===== src/spiral_ring_fade_level_assert.svh =====
// Assertion macros shared by the spiral ring fade level design.
`ifndef SPIRAL_RING_FADE_LEVEL_ASSERT_SVH
`define SPIRAL_RING_FADE_LEVEL_ASSERT_SVH

// The consequent must hold in the same cycle as the antecedent.
`define SRFL_ASSERT_NOW(lbl, ante, cons, msg) \
  lbl: assert property (@(posedge clk) disable iff (rst) (ante) |-> (cons)) \
    else $error(msg);

// The consequent must hold in the cycle after the antecedent.
`define SRFL_ASSERT_NEXT(lbl, ante, cons, msg) \
  lbl: assert property (@(posedge clk) disable iff (rst) (ante) |=> (cons)) \
    else $error(msg);

`endif


===== src/srfl_pkg.sv =====
// Shared constants and stage types of the spiral ring fade level pipeline.
package srfl_pkg;

  // Cell coordinate and grid size width.
  localparam int COORD_BITS    = 12;
  // Fraction bits of the progress register.
  localparam int FRACTION_BITS = 16;
  localparam int PROG_BITS     = FRACTION_BITS + 1;
  // Category numbers, counts and ring offsets.
  localparam int CNT_BITS      = 2 * COORD_BITS + 1;
  // Category within one ring.
  localparam int CAT_BITS      = COORD_BITS + 1;
  // Output level.
  localparam int LEVEL_BITS    = 8;
  localparam int LEVEL_MAX     = 255;

  // Configuration port.
  localparam int CFG_IDX_BITS  = 2;
  localparam int CFG_DATA_BITS = (PROG_BITS > COORD_BITS) ? PROG_BITS : COORD_BITS;

  // Stream data widths, padded to whole bytes.
  localparam int S_DATA_BITS   = ((2 * COORD_BITS + 7) / 8) * 8;
  localparam int M_DATA_BITS   = ((LEVEL_BITS + 7) / 8) * 8;

  typedef enum logic [CFG_IDX_BITS-1:0] {
    CFG_GRID_WIDTH  = 2'd0,
    CFG_GRID_HEIGHT = 2'd1,
    CFG_PROGRESS    = 2'd2
  } cfg_idx_t;

  // Ring geometry and raw products after the second stage.
  typedef struct packed {
    logic                      outside;
    logic [COORD_BITS-1:0]     r;
    logic [COORD_BITS-1:0]     last;
    logic [COORD_BITS-1:0]     rw;
    logic [COORD_BITS-1:0]     rh;
    logic [COORD_BITS-1:0]     cx;
    logic [COORD_BITS-1:0]     cy;
    logic [COORD_BITS-1:0]     rwl;
    logic [COORD_BITS-1:0]     rhl;
    logic [CNT_BITS-1:0]       pr_sum;
    logic [2*COORD_BITS-1:0]   pr_sq;
    logic [CNT_BITS-1:0]       pl_sum;
    logic [2*COORD_BITS-1:0]   pl_sq;
    logic [PROG_BITS-1:0]      progress;
  } geo_t;

  // Absolute category and category total after the fourth stage.
  typedef struct packed {
    logic                      outside;
    logic [CNT_BITS-1:0]       k;
    logic [CNT_BITS-1:0]       total;
    logic [PROG_BITS-1:0]      progress;
  } cnt_t;

endpackage


===== src/srfl_geom.sv =====
// Ring index, ring extents and ring offset products (stages one and two).
module srfl_geom (
  input  logic                                clk,
  input  logic                                rst,
  input  logic                                ce,
  input  logic                                in_valid,
  input  logic [srfl_pkg::COORD_BITS-1:0]     x,
  input  logic [srfl_pkg::COORD_BITS-1:0]     y,
  input  logic [srfl_pkg::COORD_BITS-1:0]     w,
  input  logic [srfl_pkg::COORD_BITS-1:0]     h,
  input  logic [srfl_pkg::PROG_BITS-1:0]      progress,
  output logic                                out_valid,
  output srfl_pkg::geo_t                      geo
);

  localparam int CB = srfl_pkg::COORD_BITS;

  typedef struct packed {
    logic                  outside;
    logic [CB-1:0]         x;
    logic [CB-1:0]         y;
    logic [CB-1:0]         w;
    logic [CB-1:0]         h;
    logic [CB-1:0]         r;
    logic [CB-1:0]         last;
    logic [CB:0]           sum;
    logic [srfl_pkg::PROG_BITS-1:0] progress;
  } s1_t;

  logic          v1;
  s1_t           s1;
  s1_t           s1_next;
  logic [CB-1:0] dx_r;
  logic [CB-1:0] dy_r;
  logic [CB-1:0] mx;
  logic [CB-1:0] my;
  logic [CB-1:0] m;
  srfl_pkg::geo_t geo_next;

  // Stage one: distance to the nearest border and the innermost ring.
  always_comb begin
    dx_r = w - x - CB'(1);
    dy_r = h - y - CB'(1);
    mx   = (x < dx_r) ? x : dx_r;
    my   = (y < dy_r) ? y : dy_r;
    m    = (w < h) ? w : h;
    s1_next.outside  = (x >= w) || (y >= h);
    s1_next.x        = x;
    s1_next.y        = y;
    s1_next.w        = w;
    s1_next.h        = h;
    s1_next.r        = (mx < my) ? mx : my;
    s1_next.last     = (m - CB'(1)) >> 1;
    s1_next.sum      = {1'b0, w} + {1'b0, h} - (CB+1)'(2);
    s1_next.progress = progress;
  end

  // Stage two: ring extents, coordinates on the ring and ring offset products.
  always_comb begin
    geo_next.outside  = s1.outside;
    geo_next.r        = s1.r;
    geo_next.last     = s1.last;
    geo_next.rw       = s1.w - {s1.r[CB-2:0], 1'b0};
    geo_next.rh       = s1.h - {s1.r[CB-2:0], 1'b0};
    geo_next.cx       = s1.x - s1.r;
    geo_next.cy       = s1.y - s1.r;
    geo_next.rwl      = s1.w - {s1.last[CB-2:0], 1'b0};
    geo_next.rhl      = s1.h - {s1.last[CB-2:0], 1'b0};
    geo_next.pr_sum   = srfl_pkg::CNT_BITS'(s1.r) * srfl_pkg::CNT_BITS'(s1.sum);
    geo_next.pr_sq    = (2*CB)'(s1.r) * (2*CB)'(s1.r);
    geo_next.pl_sum   = srfl_pkg::CNT_BITS'(s1.last) * srfl_pkg::CNT_BITS'(s1.sum);
    geo_next.pl_sq    = (2*CB)'(s1.last) * (2*CB)'(s1.last);
    geo_next.progress = s1.progress;
  end

  // Valid bits.
  always_ff @(posedge clk) begin
    if (rst) begin
      v1        <= 1'b0;
      out_valid <= 1'b0;
    end else if (ce) begin
      v1        <= in_valid;
      out_valid <= v1;
    end
  end

  // Payload registers.
  always_ff @(posedge clk) begin
    if (ce) begin
      s1  <= s1_next;
      geo <= geo_next;
    end
  end

endmodule


===== src/srfl_count.sv =====
// Category on the ring, ring offsets and category total (stages three and four).
module srfl_count (
  input  logic            clk,
  input  logic            rst,
  input  logic            ce,
  input  logic            in_valid,
  input  srfl_pkg::geo_t  geo,
  output logic            out_valid,
  output srfl_pkg::cnt_t  cnt
);

  localparam int CB = srfl_pkg::COORD_BITS;
  localparam int CW = srfl_pkg::CAT_BITS;
  localparam int KW = srfl_pkg::CNT_BITS;

  typedef struct packed {
    logic                  outside;
    logic [KW-1:0]         rb_r;
    logic [KW-1:0]         rb_l;
    logic [CW-1:0]         cat;
    logic [CW-1:0]         cnt_l;
    logic [srfl_pkg::PROG_BITS-1:0] progress;
  } s3_t;

  logic          v3;
  s3_t           s3;
  s3_t           s3_next;
  logic [CW-1:0] rw;
  logic [CW-1:0] rh;
  logic [CW-1:0] cx;
  logic [CW-1:0] cy;
  logic [CW-1:0] rwl;
  logic [CW-1:0] rhl;
  srfl_pkg::cnt_t cnt_next;

  // Stage three: position on the ring and offsets of the rings before it.
  always_comb begin
    rw  = CW'(geo.rw);
    rh  = CW'(geo.rh);
    cx  = CW'(geo.cx);
    cy  = CW'(geo.cy);
    rwl = CW'(geo.rwl);
    rhl = CW'(geo.rhl);

    // A ring one cell wide or tall folds onto itself from both ends.
    if (rw == CW'(1)) begin
      s3_next.cat = (cy < (rh >> 1)) ? cy : rh - CW'(1) - cy;
    end else if (rh == CW'(1)) begin
      s3_next.cat = (cx < (rw >> 1)) ? cx : rw - CW'(1) - cx;
    end else if (cy == CW'(0)) begin
      s3_next.cat = cx;
    end else if (cy == rh - CW'(1)) begin
      s3_next.cat = rw - CW'(1) - cx;
    end else if (cx == CW'(0)) begin
      s3_next.cat = rw + rh - CW'(2) - cy;
    end else if (cx == rw - CW'(1)) begin
      s3_next.cat = rw + cy - CW'(1);
    end else begin
      s3_next.cat = CW'(0);
    end

    // Number of categories on the innermost ring.
    if (rwl == CW'(1)) begin
      s3_next.cnt_l = (rhl + CW'(1)) >> 1;
    end else if (rhl == CW'(1)) begin
      s3_next.cnt_l = (rwl + CW'(1)) >> 1;
    end else begin
      s3_next.cnt_l = rwl + rhl - CW'(2);
    end

    // Categories before ring r: r*(w+h-2) - 2*r*r + 2*r.
    s3_next.rb_r = geo.pr_sum - {geo.pr_sq, 1'b0} + KW'({geo.r, 1'b0});
    s3_next.rb_l = geo.pl_sum - {geo.pl_sq, 1'b0} + KW'({geo.last, 1'b0});
    s3_next.outside  = geo.outside;
    s3_next.progress = geo.progress;
  end

  // Stage four: absolute category and total count.
  always_comb begin
    cnt_next.outside  = s3.outside;
    cnt_next.k        = s3.rb_r + KW'(s3.cat);
    cnt_next.total    = s3.rb_l + KW'(s3.cnt_l);
    cnt_next.progress = s3.progress;
  end

  // Valid bits.
  always_ff @(posedge clk) begin
    if (rst) begin
      v3        <= 1'b0;
      out_valid <= 1'b0;
    end else if (ce) begin
      v3        <= in_valid;
      out_valid <= v3;
    end
  end

  // Payload registers.
  always_ff @(posedge clk) begin
    if (ce) begin
      s3  <= s3_next;
      cnt <= cnt_next;
    end
  end

endmodule


===== src/srfl_shade.sv =====
// Fade weight, clamp and grey level output register (stages five to seven).
module srfl_shade (
  input  logic                                clk,
  input  logic                                rst,
  input  logic                                ce,
  input  logic                                in_valid,
  input  srfl_pkg::cnt_t                      cnt,
  output logic                                out_valid,
  output logic [srfl_pkg::LEVEL_BITS-1:0]     level,
  output logic                                outside
);

  localparam int F  = srfl_pkg::FRACTION_BITS;
  localparam int KW = srfl_pkg::CNT_BITS;
  localparam int AW = KW + F;
  localparam int PW = srfl_pkg::PROG_BITS + KW;
  localparam int DW = (AW > PW) ? AW : PW;
  localparam int LW = F + 1 + srfl_pkg::LEVEL_BITS;

  logic          v5;
  logic          v6;
  logic          o5;
  logic          o6;
  logic [AW-1:0] a5;
  logic [PW-1:0] p5;
  logic [F:0]    t6;
  logic [F:0]    t6_next;
  logic [DW-1:0] diff;
  logic [LW-1:0] scaled;

  // Stage six: t = (k+1)*2^F - progress*N, clamped to [0, 2^F].
  always_comb begin
    diff = DW'(a5) - DW'(p5);
    if (DW'(a5) < DW'(p5)) begin
      t6_next = '0;
    end else if (diff > DW'(1 << F)) begin
      t6_next = (F+1)'(1 << F);
    end else begin
      t6_next = diff[F:0];
    end
  end

  // Stage seven: scale to the grey range and truncate.
  assign scaled = LW'(t6) * LW'(srfl_pkg::LEVEL_MAX);

  // Valid bits.
  always_ff @(posedge clk) begin
    if (rst) begin
      v5        <= 1'b0;
      v6        <= 1'b0;
      out_valid <= 1'b0;
    end else if (ce) begin
      v5        <= in_valid;
      v6        <= v5;
      out_valid <= v6;
    end
  end

  // Payload registers; stage five holds the two terms of the weight.
  always_ff @(posedge clk) begin
    if (ce) begin
      o5      <= cnt.outside;
      a5      <= {(cnt.k + KW'(1)), {F{1'b0}}};
      p5      <= PW'(cnt.progress) * PW'(cnt.total);
      o6      <= o5;
      t6      <= t6_next;
      outside <= o6;
      level   <= o6 ? '0 : scaled[F +: srfl_pkg::LEVEL_BITS];
    end
  end

endmodule


===== src/spiral_ring_fade_level.sv =====
// Top level of the spiral ring fade level generator: registers, handshake, pipeline.
//
//  Channel   Direction  Carries
//  s_axis    in         cell_x [11:0], cell_y [23:12] in tdata
//  m_axis    out        level [7:0] in tdata, outside in tuser
//  cfg       in         grid_width (0), grid_height (1), progress (2)
//
// One cell enters per cycle unless m_axis stalls; each result leaves from the last register stage.
// The seven register stages are set by the ring products, the category logic and
// the progress by count multiplier, each with a stage of its own.
// Reset clears all valid bits and loads an 8 by 5 grid with progress zero.
// A stall on m_axis holds every stage, so s_axis_tready falls with it.
module spiral_ring_fade_level (
  input  logic                                  clk,
  input  logic                                  rst,
  input  logic                                  s_axis_tvalid,
  output logic                                  s_axis_tready,
  input  logic [srfl_pkg::S_DATA_BITS-1:0]      s_axis_tdata,  // cell_x, cell_y
  output logic                                  m_axis_tvalid,
  input  logic                                  m_axis_tready,
  output logic [srfl_pkg::M_DATA_BITS-1:0]      m_axis_tdata,  // level
  output logic [0:0]                            m_axis_tuser,  // outside
  input  logic                                  cfg_we,
  input  logic [srfl_pkg::CFG_IDX_BITS-1:0]     cfg_index,
  input  logic [srfl_pkg::CFG_DATA_BITS-1:0]    cfg_data
);

  localparam int CB = srfl_pkg::COORD_BITS;

  logic                              ce;
  logic [CB-1:0]                     grid_width;
  logic [CB-1:0]                     grid_height;
  logic [srfl_pkg::PROG_BITS-1:0]    progress;
  logic                              v_geo;
  logic                              v_cnt;
  srfl_pkg::geo_t                    geo;
  srfl_pkg::cnt_t                    cnt;
  logic [srfl_pkg::LEVEL_BITS-1:0]   level;
  logic                              outside;

  // Configuration registers.
  always_ff @(posedge clk) begin
    if (rst) begin
      grid_width  <= CB'(8);
      grid_height <= CB'(5);
      progress    <= '0;
    end else if (cfg_we) begin
      case (cfg_index)
        srfl_pkg::CFG_GRID_WIDTH:  grid_width  <= cfg_data[CB-1:0];
        srfl_pkg::CFG_GRID_HEIGHT: grid_height <= cfg_data[CB-1:0];
        srfl_pkg::CFG_PROGRESS:    progress    <= cfg_data[srfl_pkg::PROG_BITS-1:0];
        default: ;
      endcase
    end
  end

  // The pipeline moves whenever the output register is empty or being taken.
  assign ce            = !m_axis_tvalid || m_axis_tready;
  assign s_axis_tready = ce;

  srfl_geom u_geom (
    .clk      (clk),
    .rst      (rst),
    .ce       (ce),
    .in_valid (s_axis_tvalid),
    .x        (s_axis_tdata[CB-1:0]),
    .y        (s_axis_tdata[2*CB-1:CB]),
    .w        (grid_width),
    .h        (grid_height),
    .progress (progress),
    .out_valid(v_geo),
    .geo      (geo)
  );

  srfl_count u_count (
    .clk      (clk),
    .rst      (rst),
    .ce       (ce),
    .in_valid (v_geo),
    .geo      (geo),
    .out_valid(v_cnt),
    .cnt      (cnt)
  );

  srfl_shade u_shade (
    .clk      (clk),
    .rst      (rst),
    .ce       (ce),
    .in_valid (v_cnt),
    .cnt      (cnt),
    .out_valid(m_axis_tvalid),
    .level    (level),
    .outside  (outside)
  );

  assign m_axis_tdata = srfl_pkg::M_DATA_BITS'(level);
  assign m_axis_tuser = outside;

  `include "spiral_ring_fade_level_assert.svh"

  // A cell outside the grid always comes out fully faded.
  `SRFL_ASSERT_NOW(a_outside_zero, m_axis_tvalid && outside, level == '0, "outside cell lit")
  // A stall freezes the valid bits of every stage.
  `SRFL_ASSERT_NEXT(a_stall_hold, !ce, $stable({v_geo, v_cnt, m_axis_tvalid}), "moved in a stall")

endmodule

===== config.mk =====
export PLATFORM = sky130hd
export DESIGN_NAME = spiral_ring_fade_level
export DESIGN_NICKNAME = d
export VERILOG_FILES = /design/src/srfl_pkg.sv /design/src/srfl_geom.sv /design/src/srfl_count.sv /design/src/srfl_shade.sv /design/src/spiral_ring_fade_level.sv
export VERILOG_INCLUDE_DIRS = /design/src /design/src/src
export SDC_FILE = /design/constraint.sdc
export NUM_CORES = 2
export LEC_CHECK = 0
export ABC_AREA = 1
export ABC_CLOCK_PERIOD_IN_PS = 37900
export BUFFER_PORTS_ARGS = -buffer_cell sky130_fd_sc_hd__buf_4
export CORE_MARGIN = 2
export CORE_UTILIZATION = 50
export CTS_CLUSTER_DIAMETER = 40
export DETAILED_ROUTE_END_ITERATION = 16
export GPL_TIMING_DRIVEN = 0
export PLACE_DENSITY = 0.77
export SLEW_MARGIN = 0
export SYNTH_ARGS = -nofsm -noshare
export SYNTH_HDL_FRONTEND = slang
export SYNTH_HIERARCHICAL = 1
export SYNTH_SLANG_ARGS = --single-unit

===== constraint.sdc =====
create_clock -name clk -period 37.9 [get_ports clk]
set_clock_uncertainty 0.15 [all_clocks]
set_input_delay 7.58 -clock clk [delete_from_list [all_inputs] [get_ports clk]]
set_output_delay 7.58 -clock clk [all_outputs]
set_load 0.02 [all_outputs]

Word level (Yosys, flattened, before mapping)
Index checks and enable logic that the tools add are counted.
{"block": "totals", "input_bits": 48, "elab_cells": 136, "out_inout_bits": 11, "regBits": 618}
{"block": "classes", "n_lt_le_gt_ge": 10, "addsub": 34, "multipliers": 6, "n_eq_ne": 8, "mux": 15, "n_reduce_logical": 11}
{"cell": "$mux 13", "n": 8}
{"cell": "$sub 12x12->12", "n": 8}
{"cell": "$add 25x13->25", "n": 3}
{"cell": "$mux 12", "n": 6}
{"cell": "$add 12x12->13", "n": 4}
{"cell": "$sub 25x25->25", "n": 2}
{"cell": "$eq 12x1->1 const B", "n": 4}
{"cell": "$lt 12x12->1", "n": 4}
{"cell": "$gt 42x17->1 const B", "n": 1}
{"cell": "$lt 41x42->1", "n": 1}
{"cell": "$mul 17x25->42", "n": 1}
{"cell": "$sub 41x42->42", "n": 1}
{"cell": "$sub 13x12->13", "n": 3}
{"cell": "$sub 13x2->13 const B", "n": 3}
{"cell": "$sub 12x1->12 const B", "n": 3}
{"cell": "$add 12x1->13 const B", "n": 2}
{"cell": "$eq 12x13->1", "n": 2}
{"cell": "$sub 12x1->13 const B", "n": 2}
{"cell": "$add 25x1->25 const B", "n": 1}
{"cell": "$add 25x12->25", "n": 1}
{"cell": "$mul 12x13->25", "n": 1}
{"cell": "$ge 12x12->1", "n": 2}
{"cell": "$logic_not 12->1", "n": 2}
{"cell": "$lt 12x11->1", "n": 2}
{"cell": "other kinds (13)", "n": 17}

Longest topological paths before layout
{"block": "depth", "word_depth": 8, "mapped_depth": 34, "ltp_nobuf": 32}

Hierarchy
The synthesis kept the hierarchy.
{"mod": "srfl_geom", "seq_area_each_um2": 9168.8, "cells_each": 3528, "instances": 1, "area_each_um2": 32498.7}
{"mod": "srfl_shade", "seq_area_each_um2": 2912.8, "cells_each": 3076, "instances": 1, "area_each_um2": 23677.7}
{"mod": "srfl_count", "seq_area_each_um2": 4904.7, "cells_each": 2141, "instances": 1, "area_each_um2": 16716.0}
{"mod": "spiral_ring_fade_level", "seq_area_each_um2": 820.8, "cells_each": 263, "instances": 1, "area_each_um2": 1734.2}

Least setup slack after synthesis
No wires, ideal clock.
{"block": "synth_path", "kind": "input to output", "startpoint": "in m_axis_tready", "endpoint": "out s_axis_tready", "n_path_buf": 0, "slack_ps": 10506, "arrival_time_ps": 19664, "t_required_ps": 30170, "stages": 2, "cell_sequence": "inv_1 -> nand2_1"}
{"block": "synth_between", "elab_chain_len": 1}
{"item": "start, declared", "line": "spiral_ring_fade_level.sv:20", "text": "input logic m_axis_tready,"}
{"item": "$logic_or 1x1->1", "line": "spiral_ring_fade_level.sv:58", "text": "assign ce = !m_axis_tvalid || m_axis_tready;"}
{"item": "end, declared", "line": "spiral_ring_fade_level.sv:17", "text": "output logic s_axis_tready,"}
No other way between the ends.

Final worst setup path
Ends and elaborated chain as after synthesis.

==> results.txt <==
* Clock root buffer: sky130_fd_sc_hd__clkbuf_16
- The flow ran to the end, and the final reports show no timing, DRC or antenna violations.
- Number of port buffers: 57
* Global Route Usage Sum: 27.7%
- H-Tree Depth: 3
- In the synthesized netlist the async set-or-reset flop fraction comes to 0%.
- Site Rows: 141
- Wires add up to 207 mm.
- Most used DFF post-synth: sky130_fd_sc_hd__edfxtp_1
* DR iter-0 viols: 5184
* Worst-case register-to-register setup slack: 30.15 ns
- The initial utilization of the core area, before any placement, comes to 50.4%.
- Entering global routing, the biggest net connects 76 pins.
- The worst register-to-register path begins at u_count/cnt[24].
- In the post-synthesis netlist, the cell with the most instances is sky130_fd_sc_hd__inv_1.
- Clock slew seen by the registers of the worst setup and hold paths: 0.06 ns
- Broken down by cell family, the worst path's largest delay share belongs to buffers and inverters.
- Of the post-synthesis cell area, the dominant cell type holds 22.6%.
* Worst-margin pin slew: 1.08 ns
- The routed design could run at a clock period as short as 17.70 ns.
* EDFF count, synth: 561
- Layout fillers: 13400
- Static timing analysis puts the maximum clock frequency at 56.5 MHz.
- Setup violations remaining at the end of the flow were counted as 0.
- Count of instances resized after the clock tree is built: 0
- In the final design database the tool counted 10800 nets.
- Max cap viols: 0
- Post-route core utilization: 54.5%
* Hold/Removal Path Class: reg -> reg
- Number of nets with antenna violations after routing: 0
* Core region area: 148000 um2
- The clock drives 609 sinks.
* Number of warnings printed during yosys synthesis: 6
- The startpoint identified for the worst hold timing path is u_geom/geo[10].
* Adder-cell share of the synthesized area: 35.6%
- Of the total synthesized cell area, the portion taken by AND, OR, NAND and NOR gates is 16.7%.
* Multiplexer share of the synthesized area: 0%
- Along the worst path, the maximum fanout reaches 75.
- The congestion estimate from routability-driven global placement came to 0.983.
- Synth Register Bits: 609
- Ports placed on the boundary: 59
- The post-route netlist has 4.05% of its cells at a drive strength greater than 1.
* Sequential fraction of the synthesis area: 23.9%
- The die covers 152000 um2.
- The first detailed-routing pass ran for 7 iterations.
- Largest area contributor in the netlist: sky130_fd_sc_hd__edfxtp_1
- Endpoint of the lowest-slack register-to-register path: u_shade/p5[36]
- 0 antenna diodes ended up in the layout.
- Postcts setup bufs: 0
- Number of antenna violations at the first check in global routing: 4
- Max-slew headroom at the worst pin: 27.7%
- The floorplan step set the die height to 390 um.
* Number of buffers inserted during clock tree synthesis: 89
- Number of remaining DRC errors: 0
- Summed over all nets, the half-perimeter wirelength after detailed placement is 171 mm.
- Counting instances, the worst hold path has a depth of 0.
- Data required time at the worst endpoint: 30.17 ns
* Clock latency on the worst-skew pair: 0.73 ns
- For the worst setup path, the data arrival time is 9.97 ns.
- Setup repair after global routing left no endpoint under its margin.
* Path type of the worst setup path: in -> out
* Commonest cells in the synthesized netlist: sky130_fd_sc_hd__inv_1, sky130_fd_sc_hd__nand2_1, sky130_fd_sc_hd__fa_1
- In this run the cell area of the synthesized design comes to 74600 um2.
- Largest family of logic cells by synthesized area: adder cells
- Via count of the first global-routing pass: 59900
- Kind of launch point of the worst setup path: input pin
- Worst Hold Path EP: u_count/cnt_next[10]
- Chain of cells forming the critical path: buf_4 -> inv_1 -> nand2_4 -> buf_16 -> buf_16 -> buf_16 -> buf_16 -> buf_4
- Critical Path Sink Type: primary output
- The slowest stage of the critical path belongs to the cell sky130_fd_sc_hd__nand2_4.
* Number of cells produced by synthesis: 9008
- Of the available clock period, the critical path in the final layout requires 46.7%.
- In the routed layout, each cell is associated on average with a via count of 5.29.
- Setup tns final: 0 ns
- Average wire length per cell after detail routing: 18.5 um
- The hold violation count in the final report is 0.
- Logic depth of the worst register-to-register path: 27
- Yosys attributes the largest share of cell area to sky130_fd_sc_hd__edfxtp_1, sky130_fd_sc_hd__fa_1, sky130_fd_sc_hd__ha_1, sky130_fd_sc_hd__inv_1, sky130_fd_sc_hd__nand2_1.
- Layout area overhead: 8.16%
- Hold buffer count at cts: 0
- Number of distinct library cells after synthesis: 66
- Global-route wire length before repair: 327 mm
- Vias after detailed routing: 59100
* X dimension of the die: 390 um
* Count of pins over their slew limit: 0
- The synthesized netlist devotes 6.28% of its cell area to compound gates.
- Counting stages on the worst path, the most repeated cell is sky130_fd_sc_hd__buf_16.
- Summing the areas of all xor and xnor instances in the mapped netlist gives 4.66% of the synthesized area.
* Number of buffers and inverters on the critical path: 7
- The total overflow left after global routing is 0.
* Clock tree from TritonCTS: done
- Mean Syn Cell Area: 8.28 um2
- Maximum clock insertion buffer count: 3
- CP max stage delay: 0.55 ns
## cells by family after synthesis
group,after synthesis
AOI/OAI and AO/OA,844
and+or+nand+nor,2998
buffers and inverters,2528
DFF,609
xor gates and xnor gates,397
other,1
adders and majority gates,1631
## how the worst max path moves through the flow
stage	from	end	slack [ns]	cells after the start
2_1_floorplan	m_axis_tready	s_axis_tready	10.51	2
3_3_place_gp	m_axis_tready	s_axis_tready	4.30	4
3_5_place_dp	m_axis_tready	s_axis_tready	20.14	8
4_1_cts	m_axis_tready	s_axis_tready	20.13	8
5_1_grt	m_axis_tready	s_axis_tready	19.98	8
6_report	m_axis_tready	s_axis_tready	20.20	8
## worst register-to-register path, stage by stage, from the launching register on
cell and delay, ns:
sky130_fd_sc_hd__edfxtp_1 0.37, sky130_fd_sc_hd__clkbuf_1 0.59, sky130_fd_sc_hd__clkbuf_1 0.78, sky130_fd_sc_hd__nand2_1 0.22
sky130_fd_sc_hd__fa_1 0.58, sky130_fd_sc_hd__inv_1 0.05, sky130_fd_sc_hd__fa_1 0.49, sky130_fd_sc_hd__inv_1 0.05
sky130_fd_sc_hd__fa_1 0.54, sky130_fd_sc_hd__inv_1 0.05, sky130_fd_sc_hd__fa_1 0.49, sky130_fd_sc_hd__fa_1 0.54
sky130_fd_sc_hd__inv_1 0.07, sky130_fd_sc_hd__fa_1 0.50, sky130_fd_sc_hd__inv_1 0.05, sky130_fd_sc_hd__ha_1 0.34
sky130_fd_sc_hd__a21oi_1 0.20, sky130_fd_sc_hd__o21ai_0 0.15, sky130_fd_sc_hd__nand2_1 0.09, sky130_fd_sc_hd__nand2_1 0.05
sky130_fd_sc_hd__inv_1 0.05, sky130_fd_sc_hd__nand2_1 0.08, sky130_fd_sc_hd__a21oi_1 0.28, sky130_fd_sc_hd__o21bai_1 0.16
sky130_fd_sc_hd__a21boi_0 0.30, sky130_fd_sc_hd__o21ai_0 0.13, sky130_fd_sc_hd__nand2_1 0.08, sky130_fd_sc_hd__nand2_1 0.06
## registers in the layout (all words and copies together) (netlist names), 8 cells and up
register and count:
u_geom/geo_next 41, u_shade/t6 17, progress 17, u_geom/s1 61
u_geom/geo 202, u_count/s3 76, u_count/cnt 68, u_shade/p5 42
u_shade/level 8, grid_width 12, u_shade/a5 25, grid_height 12
u_count/cnt_next 18
## cell type report
type                       instances  area, um2  area share [%]
clock inverter                    64        682           0.845
inverter                        2294       8610            10.7
timing repair buffer              65        648           0.803
multi-input combinational       5876      47200            58.5
buffer                           234        993            1.23
tap                             1930       2410            2.99
sequential                       609      17800            22.1
clock buffer                     103       2310            2.87
## through the flow
step / hold WS [ns] / std cells / area (um2) / setup slack, ns
2_1_floorplan: 0.250 / 9013 / 74600 / 10.51
3_3_place_gp: 0.253 / 11000 / 77500 / 4.30
3_5_place_dp: 0.255 / 11000 / 77700 / 20.14
4_1_cts: 0.268 / 11200 / 80700 / 20.13
5_1_grt: 0.275 / 11200 / 80700 / 19.98
6_report: 0.266 / 11200 / 80700 / 20.20
## layer usage
| metal | wire, um | GRT usage [%] | part of all wire (%) |
|---|---|---|---|
| met5 | 0 | 0 | 0 |
| met4 | 13600 | 15.3 | 6.5 |
| met3 | 15600 | 4.69 | 7.5 |
| met2 | 95000 | 45.2 | 46 |
| met1 | 83100 | 35.0 | 40 |
## placed cells by master (no fill, tap or decap), drive strengths merged, types with 25 or more instances in the layout
master and n:
dfxtp 48, nor3 63, nand2 2040, a21oi 433, o21bai 25, nand4 78, o211ai 34, clkinv 36
fa 824, nand3 298, xor2 268, inv 2308, edfxtp 561, nor2 465, ha 807, buf 107
a31oi 35, xnor2 129, clkbuf 295, o21ai 235, nand3b 28
Power is not shown: default switching activity piles up to over one toggle a cycle in this logic, so the estimate is an artifact.
